[src/rtl/nlp_pkg.sv]
package nlp_pkg;

   // Accumulator width; the value port stays 64 bits and is zero-extended.
   localparam int VALUE_WIDTH = 64;

   typedef logic [VALUE_WIDTH-1:0] acc_type;

   typedef enum logic [1:0] {
      RADIX_DEC = 2'd0,
      RADIX_HEX = 2'd1,
      RADIX_OCT = 2'd2,
      RADIX_BIN = 2'd3
   } radix_type;

   typedef enum logic [1:0] {
      STATUS_OK    = 2'd0,
      STATUS_FLOAT = 2'd1,
      STATUS_BAD   = 2'd2
   } status_type;

   localparam logic [7:0] CHAR_0   = 8'h30;
   localparam logic [7:0] CHAR_9   = 8'h39;
   localparam logic [7:0] CHAR_LA  = 8'h61;
   localparam logic [7:0] CHAR_LF  = 8'h66;
   localparam logic [7:0] CHAR_UA  = 8'h41;
   localparam logic [7:0] CHAR_UF  = 8'h46;
   localparam logic [7:0] CHAR_LX  = 8'h78;
   localparam logic [7:0] CHAR_UX  = 8'h58;
   localparam logic [7:0] CHAR_LO  = 8'h6f;
   localparam logic [7:0] CHAR_UO  = 8'h4f;
   localparam logic [7:0] CHAR_LB  = 8'h62;
   localparam logic [7:0] CHAR_UB  = 8'h42;
   localparam logic [7:0] CHAR_LU  = 8'h75;
   localparam logic [7:0] CHAR_UU  = 8'h55;
   localparam logic [7:0] CHAR_LD  = 8'h64;
   localparam logic [7:0] CHAR_UD  = 8'h44;
   localparam logic [7:0] CHAR_DOT = 8'h2e;

   localparam logic [4:0] NOT_A_DIGIT = 5'd16;

   // Running parse state between characters of one literal.
   typedef struct packed {
      logic [7:0] held;
      logic [1:0] count;
      radix_type  radix;
      acc_type    acc;
      logic       bad;
      logic       dot;
   } parse_state_type;

   // Everything the finishing stage needs once the last character is in.
   typedef struct packed {
      logic [7:0] final_char;
      radix_type  radix;
      acc_type    acc;
      logic       bad;
      logic       dot;
   } pending_type;

   typedef struct packed {
      acc_type acc;
      logic    bad;
   } digit_result_type;

   function automatic logic [4:0] digit_of(input logic [7:0] c);
      logic [4:0] d;
      d = NOT_A_DIGIT;
      if (c >= CHAR_0 && c <= CHAR_9) begin
         d = 5'(c - CHAR_0);
      end else if (c >= CHAR_LA && c <= CHAR_LF) begin
         d = 5'(c - CHAR_LA) + 5'd10;
      end else if (c >= CHAR_UA && c <= CHAR_UF) begin
         d = 5'(c - CHAR_UA) + 5'd10;
      end
      return d;
   endfunction

   function automatic logic [4:0] base_of(input radix_type radix);
      logic [4:0] b;
      unique case (radix)
         RADIX_HEX: b = 5'd16;
         RADIX_OCT: b = 5'd8;
         RADIX_BIN: b = 5'd2;
         default:   b = 5'd10;
      endcase
      return b;
   endfunction

   // One step of acc = acc * base + digit, with the multiply as shifts.
   // An invalid digit leaves the accumulator alone and raises bad.
   function automatic digit_result_type take_digit(input acc_type acc,
                                                   input radix_type radix,
                                                   input logic [7:0] c);
      logic [4:0]       d;
      acc_type          scaled;
      digit_result_type r;
      d = digit_of(c);
      unique case (radix)
         RADIX_HEX: scaled = acc << 4;
         RADIX_OCT: scaled = acc << 3;
         RADIX_BIN: scaled = acc << 1;
         default:   scaled = (acc << 3) + (acc << 1);
      endcase
      r.acc = acc;
      r.bad = 1'b0;
      if (d >= base_of(radix)) begin
         r.bad = 1'b1;
      end else begin
         r.acc = scaled + acc_type'(d);
      end
      return r;
   endfunction

endpackage

[src/rtl/nlp_step.sv]
module nlp_step
   import nlp_pkg::*;
(
   input  parse_state_type state_cur,
   input  logic [7:0]      character,
   output parse_state_type state_next
);

   radix_type        prefix_code;
   digit_result_type held_digit;

   always_comb begin
      prefix_code = RADIX_DEC;
      if (state_cur.count == 2'd1 && state_cur.held == CHAR_0) begin
         case (character) inside
            CHAR_LX, CHAR_UX: prefix_code = RADIX_HEX;
            CHAR_LO, CHAR_UO: prefix_code = RADIX_OCT;
            CHAR_LB, CHAR_UB: prefix_code = RADIX_BIN;
            default:          prefix_code = RADIX_DEC;
         endcase
      end

      held_digit = take_digit(state_cur.acc, state_cur.radix, state_cur.held);

      state_next     = state_cur;
      state_next.dot = state_cur.dot | (character == CHAR_DOT);

      if (state_cur.count == 2'd0) begin
         state_next.held = character;
      end else if (prefix_code != RADIX_DEC) begin
         // The prefix letter is replaced by a zero that adds nothing.
         state_next.radix = prefix_code;
         state_next.held  = CHAR_0;
      end else begin
         state_next.acc  = held_digit.acc;
         state_next.bad  = state_cur.bad | held_digit.bad;
         state_next.held = character;
      end

      if (state_cur.count != 2'd3) begin
         state_next.count = state_cur.count + 2'd1;
      end
   end

endmodule

[src/rtl/nlp_finish.sv]
module nlp_finish
   import nlp_pkg::*;
(
   input  pending_type pend,
   output logic [63:0] value,
   output logic        is_unsigned,
   output status_type  status,
   output radix_type   radix_used
);

   digit_result_type last_digit;
   logic             suffix_u;
   logic             suffix_float;
   logic             is_float;
   logic             take_last;
   logic             bad;
   acc_type          acc;

   always_comb begin
      suffix_u     = (pend.final_char == CHAR_LU) || (pend.final_char == CHAR_UU);
      suffix_float = (pend.final_char == CHAR_LF) || (pend.final_char == CHAR_UF) ||
                     (pend.final_char == CHAR_LD) || (pend.final_char == CHAR_UD);
      // In hex, f and d are ordinary digits rather than float suffixes.
      is_float     = pend.dot || (pend.radix != RADIX_HEX && suffix_float);
      take_last    = !suffix_u && !is_float;

      last_digit = take_digit(pend.acc, pend.radix, pend.final_char);
      acc        = take_last ? last_digit.acc : pend.acc;
      bad        = pend.bad | (take_last & last_digit.bad);

      if (is_float) begin
         status = STATUS_FLOAT;
      end else if (bad) begin
         status = STATUS_BAD;
      end else begin
         status = STATUS_OK;
      end

      value       = (status == STATUS_OK) ? 64'(acc) : 64'd0;
      is_unsigned = suffix_u;
      radix_used  = is_float ? RADIX_DEC : pend.radix;
   end

endmodule

[src/rtl/numeric_literal_parser_core.sv]
// Numeric literal parser core.
// The request channel carries one character of a C-style integer literal per
// transaction, with req_last marking the final character. A leading 0x, 0o or
// 0b (either case) selects hex, octal or binary; otherwise the literal is
// decimal. A trailing u/U marks it unsigned; a dot, or a trailing f/F/d/D
// outside hex, marks it as a float, which is reported but not evaluated.
// The response channel carries one transaction per literal: the value wrapped
// modulo 2^64, the unsigned flag, a status (ok, float, invalid digit) and the
// radix that was used.
// Throughput is one character per cycle while req_stall is low. After the
// final character is accepted, it passes through the input register, whose
// step logic folds in the held character on its way to the pending stage,
// and then through the pending stage, whose finishing logic folds in the
// final character and forms the status on its way to the response register.
// When the receiver stalls, the response is held steady; the pending stage and
// then the input register fill, after which req_stall rises for a final
// character. Non-final characters keep flowing while a response is stalled.
// A synchronous reset empties every stage and clears the parse state.
module numeric_literal_parser_core
   import nlp_pkg::*;
(
   input  logic        clock,
   input  logic        reset,
   input  logic        req_valid,
   output logic        req_stall,
   input  logic [7:0]  req_character,
   input  logic        req_last,
   output logic        rsp_valid,
   input  logic        rsp_stall,
   output logic [63:0] rsp_value,
   output logic        rsp_is_unsigned,
   output logic [1:0]  rsp_status,
   output logic [1:0]  rsp_radix_used
);

   // Input register.
   logic            in_valid_ff, in_valid_in;
   logic [7:0]      in_char_ff;
   logic            in_last_ff;

   // Parse state carried from character to character.
   parse_state_type state_ff, state_in;
   parse_state_type step_next;

   // Pending stage: a completed literal awaiting its final digit.
   logic            pend_valid_ff, pend_valid_in;
   pending_type     pend_ff;

   // Response register.
   logic            out_valid_ff, out_valid_in;
   logic [63:0]     out_value_ff;
   logic            out_unsigned_ff;
   status_type      out_status_ff;
   radix_type       out_radix_ff;

   logic [63:0]     fin_value;
   logic            fin_unsigned;
   status_type      fin_status;
   radix_type       fin_radix;

   logic            out_ready;
   logic            pend_ready;
   logic            advance;

   nlp_step u_step (
      .state_cur  (state_ff),
      .character  (in_char_ff),
      .state_next (step_next)
   );

   nlp_finish u_finish (
      .pend        (pend_ff),
      .value       (fin_value),
      .is_unsigned (fin_unsigned),
      .status      (fin_status),
      .radix_used  (fin_radix)
   );

   // A non-final character never needs room downstream; a final one needs a
   // free pending slot, which in turn needs the response register to drain.
   always_comb begin
      out_ready  = !out_valid_ff || !rsp_stall;
      pend_ready = !pend_valid_ff || out_ready;
      advance    = in_valid_ff && (!in_last_ff || pend_ready);
      req_stall  = in_valid_ff && !advance;

      in_valid_in = in_valid_ff;
      if (!req_stall) begin
         in_valid_in = req_valid;
      end

      state_in = state_ff;
      if (advance) begin
         // The parse state starts afresh after each literal.
         state_in = in_last_ff ? '0 : step_next;
      end

      pend_valid_in = pend_valid_ff;
      if (pend_ready) begin
         pend_valid_in = advance && in_last_ff;
      end

      out_valid_in = out_valid_ff;
      if (out_ready) begin
         out_valid_in = pend_valid_ff;
      end
   end

   always_ff @(posedge clock) begin
      if (reset) begin
         in_valid_ff   <= 1'b0;
         state_ff      <= '0;
         pend_valid_ff <= 1'b0;
         out_valid_ff  <= 1'b0;
      end else begin
         in_valid_ff   <= in_valid_in;
         state_ff      <= state_in;
         pend_valid_ff <= pend_valid_in;
         out_valid_ff  <= out_valid_in;
      end
   end

   // Payload registers load only when their stage takes a transaction.
   always_ff @(posedge clock) begin
      if (req_valid && !req_stall) begin
         in_char_ff <= req_character;
         in_last_ff <= req_last;
      end
      if (advance && in_last_ff && pend_ready) begin
         pend_ff.final_char <= step_next.held;
         pend_ff.radix      <= step_next.radix;
         pend_ff.acc        <= step_next.acc;
         pend_ff.bad        <= step_next.bad;
         pend_ff.dot        <= step_next.dot;
      end
      if (pend_valid_ff && out_ready) begin
         out_value_ff    <= fin_value;
         out_unsigned_ff <= fin_unsigned;
         out_status_ff   <= fin_status;
         out_radix_ff    <= fin_radix;
      end
   end

   assign rsp_valid       = out_valid_ff;
   assign rsp_value       = out_value_ff;
   assign rsp_is_unsigned = out_unsigned_ff;
   assign rsp_status      = out_status_ff;
   assign rsp_radix_used  = out_radix_ff;

endmodule
[config.mk]
export PLATFORM = sky130hd
export DESIGN_NAME = numeric_literal_parser_core
export DESIGN_NICKNAME = d
export VERILOG_FILES = /design/src/rtl/nlp_pkg.sv /design/src/rtl/nlp_step.sv /design/src/rtl/nlp_finish.sv /design/src/rtl/numeric_literal_parser_core.sv
export SDC_FILE = /design/constraint.sdc
export NUM_CORES = 1
export LEC_CHECK = 0
export ABC_AREA = 1
export BUFFER_PORTS_ARGS = -buffer_cell sky130_fd_sc_hd__buf_2
export CAP_MARGIN = 20
export CELL_PAD_IN_SITES_DETAIL_PLACEMENT = 1
export CELL_PAD_IN_SITES_GLOBAL_PLACEMENT = 1
export CORE_ASPECT_RATIO = 1.25
export CORE_MARGIN = 2
export CORE_UTILIZATION = 49
export DETAILED_ROUTE_END_ITERATION = 8
export HOLD_SLACK_MARGIN = 0.08
export PLACE_DENSITY_LB_ADDON = 0.15
export SYNTH_ARGS = -nofsm -noshare
export SYNTH_HDL_FRONTEND = slang
export SYNTH_SLANG_ARGS = --single-unit
[constraint.sdc]
create_clock -name clock -period 9.8 [get_ports clock]
set_clock_uncertainty 0.2 [all_clocks]
set_input_delay 0.98 -clock clock [delete_from_list [all_inputs] [get_ports clock]]
set_output_delay 0.98 -clock clock [all_outputs]
set_load 0.02 [all_outputs]
==> results.md <==
- The run finished with clean final reports.
- Summed over all cells, the static leakage comes to 14.0 nW.
- The cell with the most instances after synthesis is nand2_1.
- Clock tree synthesis selected as its root buffer the cell clkbuf_16.
- In this run the cell area of the synthesized design comes to 0.0280 mm2.
- For this run, the post-layout net count is 4941.
- The floorplan die height is 271 um.
- The proportion of synthesized flip-flops having asynchronous set or reset is 0%.
- The total area of multi-input combinational cells is 0.0184 mm2.
- The count of clock tree sinks is 235.
- The wire length of the first global-routing pass is about 180000 um.
- The net switching share of the total power is 28.8%.
- Summing the areas of all and, or, nand and nor instances in the mapped netlist gives 39.3% of the synthesized area.
- The data arrival time at the worst-slack endpoint is 5.51 ns.
- The number of global-route vias before repair is approximately 33000.
- The number of failing hold endpoints at the final stage is 0.
- Traced cell by cell, the critical path runs through inv_1, ha_4, buf_4, inv_2, o21ai_0, inv_1, ha_1, nand3_1, nand2_1, nand2_1, a21oi_2, nand3_2, nor2_2, nand2_2, nor2_4, nand3_1, nor3_1, nand2_1, nor2_1, nand3_1, nand2_1, nand2_1, nand3_1, a21oi_1.
- The combinational cell fraction of total power is 13.0%.
- 0 antenna diodes ended up in the layout.
- For this run, the detailed router's first-pass iteration total came to 6.
- The share of Yosys cell area claimed by the top area cell type is 21.1%.
- The detailed-route wire length is approximately 120000 um.
- In this run, synthesis produced a sequential element count of 235.
- The slew at the pin with the worst max-slew slack is about 1.2 ns.
- The path type of the worst setup path is reg -> reg.
- Setup violations remaining at the end of the flow were counted as 0.
- The number of nets in the synthesized netlist is 4931.
- The highest clock frequency the design can meet is between 150 and 200 MHz.
- In this run the critical register-to-register path is launched from state_ff[67].
- The slowest stage of the critical path is the buf_4 cell.
- In the routed design, unresolved DRC markers number 0.
- The period utilization is 54.1%.
- The total half-perimeter wirelength after legalization and detailed placement is 96100 um.
- The prevailing post-synth register cell is edfxtp_1.
- Once detail routing completed, the nets flagged for antenna violations numbered 0.
- In this run the critical register-to-register path is captured at state_ff[60].
- The die width is 218 um.
- STA classifies the critical path endpoint as a flip-flop.
- The headroom to the max-slew limit is 18.8%.
- Post-CTS repair changed the size of 0 cells.
- The floorplan step defined a die boundary enclosing between 0.05 and 0.06 mm2.
- The number of H-tree branching levels is 1.
- The number of core rows is 97.
- After clock tree synthesis, the flow added hold-fix buffers numbering 0.
- By area the synthesized netlist is led by nand2_1, edfxtp_1, inv_1, ha_1, a21oi_1.
- Dividing the detail-routed wire length by the instance count gives 21.4 um.
- The register area is between 0.006 and 0.007 mm2.
- The clock-pin slew on the worst setup and hold paths is 0.07 ns.
- The internal power consumption is 0.00178 W.
- For this design the top-level I/O count stands at 84.
- The cell count after synthesis came out at 4758.
- In this run the worst setup path terminates at state_ff[60].
- The distinct cell type count after synthesis is 60.
- Summing the areas of all compound-gate instances in the mapped netlist gives 15.7% of the synthesized area.
- Global routing used 39.5% of the available tracks.
- Summing the areas of all fa, ha and maj instances in the mapped netlist gives 7.26% of the synthesized area.
- Counting along the longest clock path gives a buffer depth of 3.
- The final count of pins violating max slew was 0.
- The most numerous cell on the critical path is nand2_1.
- The launch point of the critical path is state_ff[67].
- Counting cells, the worst reg-to-reg path comes to 24.
- The congestion estimate from routability-driven global placement came to roughly 1.1.
- The fraction of the yosys area taken by sequential cells is 22.3%.
- The worst hold path belongs to the class reg -> reg.
- By count the netlist is led by nand2_1, inv_1, nor2_1.
- The share of the synthesized netlist area taken by xor and xnor gates is 2.66%.
- For this design the ratio of total power to cell area is 83.5 mW/mm2.
- The average vias per placed instance is 5.83.
- In this run the worst path has a maximum fanout of 63.
- The largest vdd supply drop is 0.123 mV.
- The number of DRC violations after detailed-routing iteration 0 is approximately 2200.
- The total negative setup slack is 0 ns.
- The routed layout has 32300 vias.
- The maximum number of pins on one net before global-route repair is 97.
- Global routing finished with a remaining overflow of 0.
- TritonCTS built the clock tree.
- The critical path launch point type is a flip-flop.
- In this run the register-to-register setup slack is roughly 4.5 ns.
- The proportion of synthesized area in mux cells is 0.554%.
- The area growth from synthesis to layout is 6.88%.
- The clock period minus worst slack is between 5 and 6 ns.
- In this run the post-CTS setup repair buffer count came out at 0.
- The floorplan step defined a core boundary enclosing ~0.056 mm2.
- The mean cell area of the mapped netlist is 5.88 um2.
- The filler cell count is 8157.
- After synthesis, the largest family of logic cells by area is simple AND/OR/NAND/NOR gates.
- In this run, the clock network consumes between 40% and 50% of the power.
- For this configuration, the core starts out at a cell density of 49.7%.
- The net switching power figure is 0.000719 W.
- During placement, the flow inserted port buffers numbering 83.
- The worst path required time is 10.01 ns.
- Cells with a size suffix above 1 make up under 10% of the layout.
- In this design, the stage delay of the slowest critical-path cell is ~0.6 ns.
- Setup repair after global routing left no endpoint under its margin.
- Yosys mapped a number of flops with a built-in enable equal to between 150 and 200.
- The count of yosys warnings during synthesis is 0.
- Registers are responsible for 43.8% of the overall power.
- The number of antenna violations at the first check in global routing is 0.
- The dominant cell type by area after synthesis is nand2_1.
- The max-capacitance violation count is 0.
- Measured on the finished design, the core utilization comes to 53.1%.
- The clock insertion delay at the later pin of the skew report is 0.58 ns.
- The TritonCTS buffer count is 25.
## power by group through the flow
stage	Clock, W	Sequential [W]	Combinational (W)
floorplan	0	0.00111	0.000215
global placement	0	0.00111	0.000305
detailed placement	0	0.00111	0.000317
CTS	0.00108	0.00109	0.000319
global route	0.00111	0.00109	0.000357
finish	0.00108	0.00109	0.000326
## flip-flops by register name, summed over array words and instances, names as in the netlist, 2 cells and up
name            flops
in_char_ff          8
pend_ff            76
rsp_radix_used      2
rsp_status          2
rsp_value          64
state_ff           78
## logic make-up after synthesis
group	Yosys count
AND/OR/NAND/NOR	2615
XOR/XNOR	85
AO/OA/AOI/OAI	755
flip-flops	235
adder cells (fa/ha/maj)	160
buffers and inverters	895
multiplexers	13
## layout by cell type, fill, tap and decap left out, drive strengths merged, types with 41 or more instances in the layout
cell	Yosys	routed
nand4	55	55
xor2	59	59
a21oi	387	387
ha	156	156
inv	766	770
o21ai	192	192
buf	60	105
nor3	41	41
nand2	1602	1602
nor2	520	520
o221ai	63	63
dfxtp	81	81
edfxtp	154	154
nand3	368	368
## metal layers
layer / share of wire [%] / vias to the layer above / track usage (%)
met5: 0 / - / 0
met4: 7.8 / 0 / 27.0
met3: 4.7 / 359 / 3.45
met2: 48 / 1097 / 70.3
met1: 39 / 15400 / 44.6
li1: - / 15400 / -
## metrics by stage
stage	std cells	area (um2)	power [W]	hold WS, ns	setup slack [ns]
after floorplan	4758	28000	0.00133	0.229	4.73
after global placement	5483	29000	0.00142	0.244	4.71
after detailed placement	5483	29000	0.00143	0.262	4.60
after CTS	5529	29900	0.00249	0.277	4.55
after global routing	5529	29900	0.00256	0.333	4.16
final	5529	29900	0.00250	0.279	4.50
## worst min-delay path by stage
stage,start,cells past startpoint,end,slack (ns)
final,state_ff[0],2,state_ff[0],0.28
after detailed placement,state_ff[0],2,state_ff[0],0.26
after global placement,state_ff[0],2,state_ff[0],0.24
after floorplan,state_ff[0],2,state_ff[0],0.23
after global routing,state_ff[0],2,state_ff[0],0.33
after CTS,state_ff[0],2,state_ff[0],0.28
## cell type report
class	count	share of cell area [%]
Clock inverter	16	0.761
Tap cell	742	3.10
Sequential cell	235	20.9
Clock buffer	30	2.22
Timing Repair Buffer	105	1.94
Inverter	773	9.70
Multi-Input combinational cell	3628	61.4
## critical path: cells and delay by family, from the launching register on
kind                     cells  cell delay, ns
AND/OR/NAND/NOR             15            2.27
AO/OA/AOI/OAI                3            0.54
buffers and inverters        4            1.27
adder cells (fa/ha/maj)      2            0.49
flip-flops                   1            0.35
No activity file was read; power rests on OpenSTA's default activity.
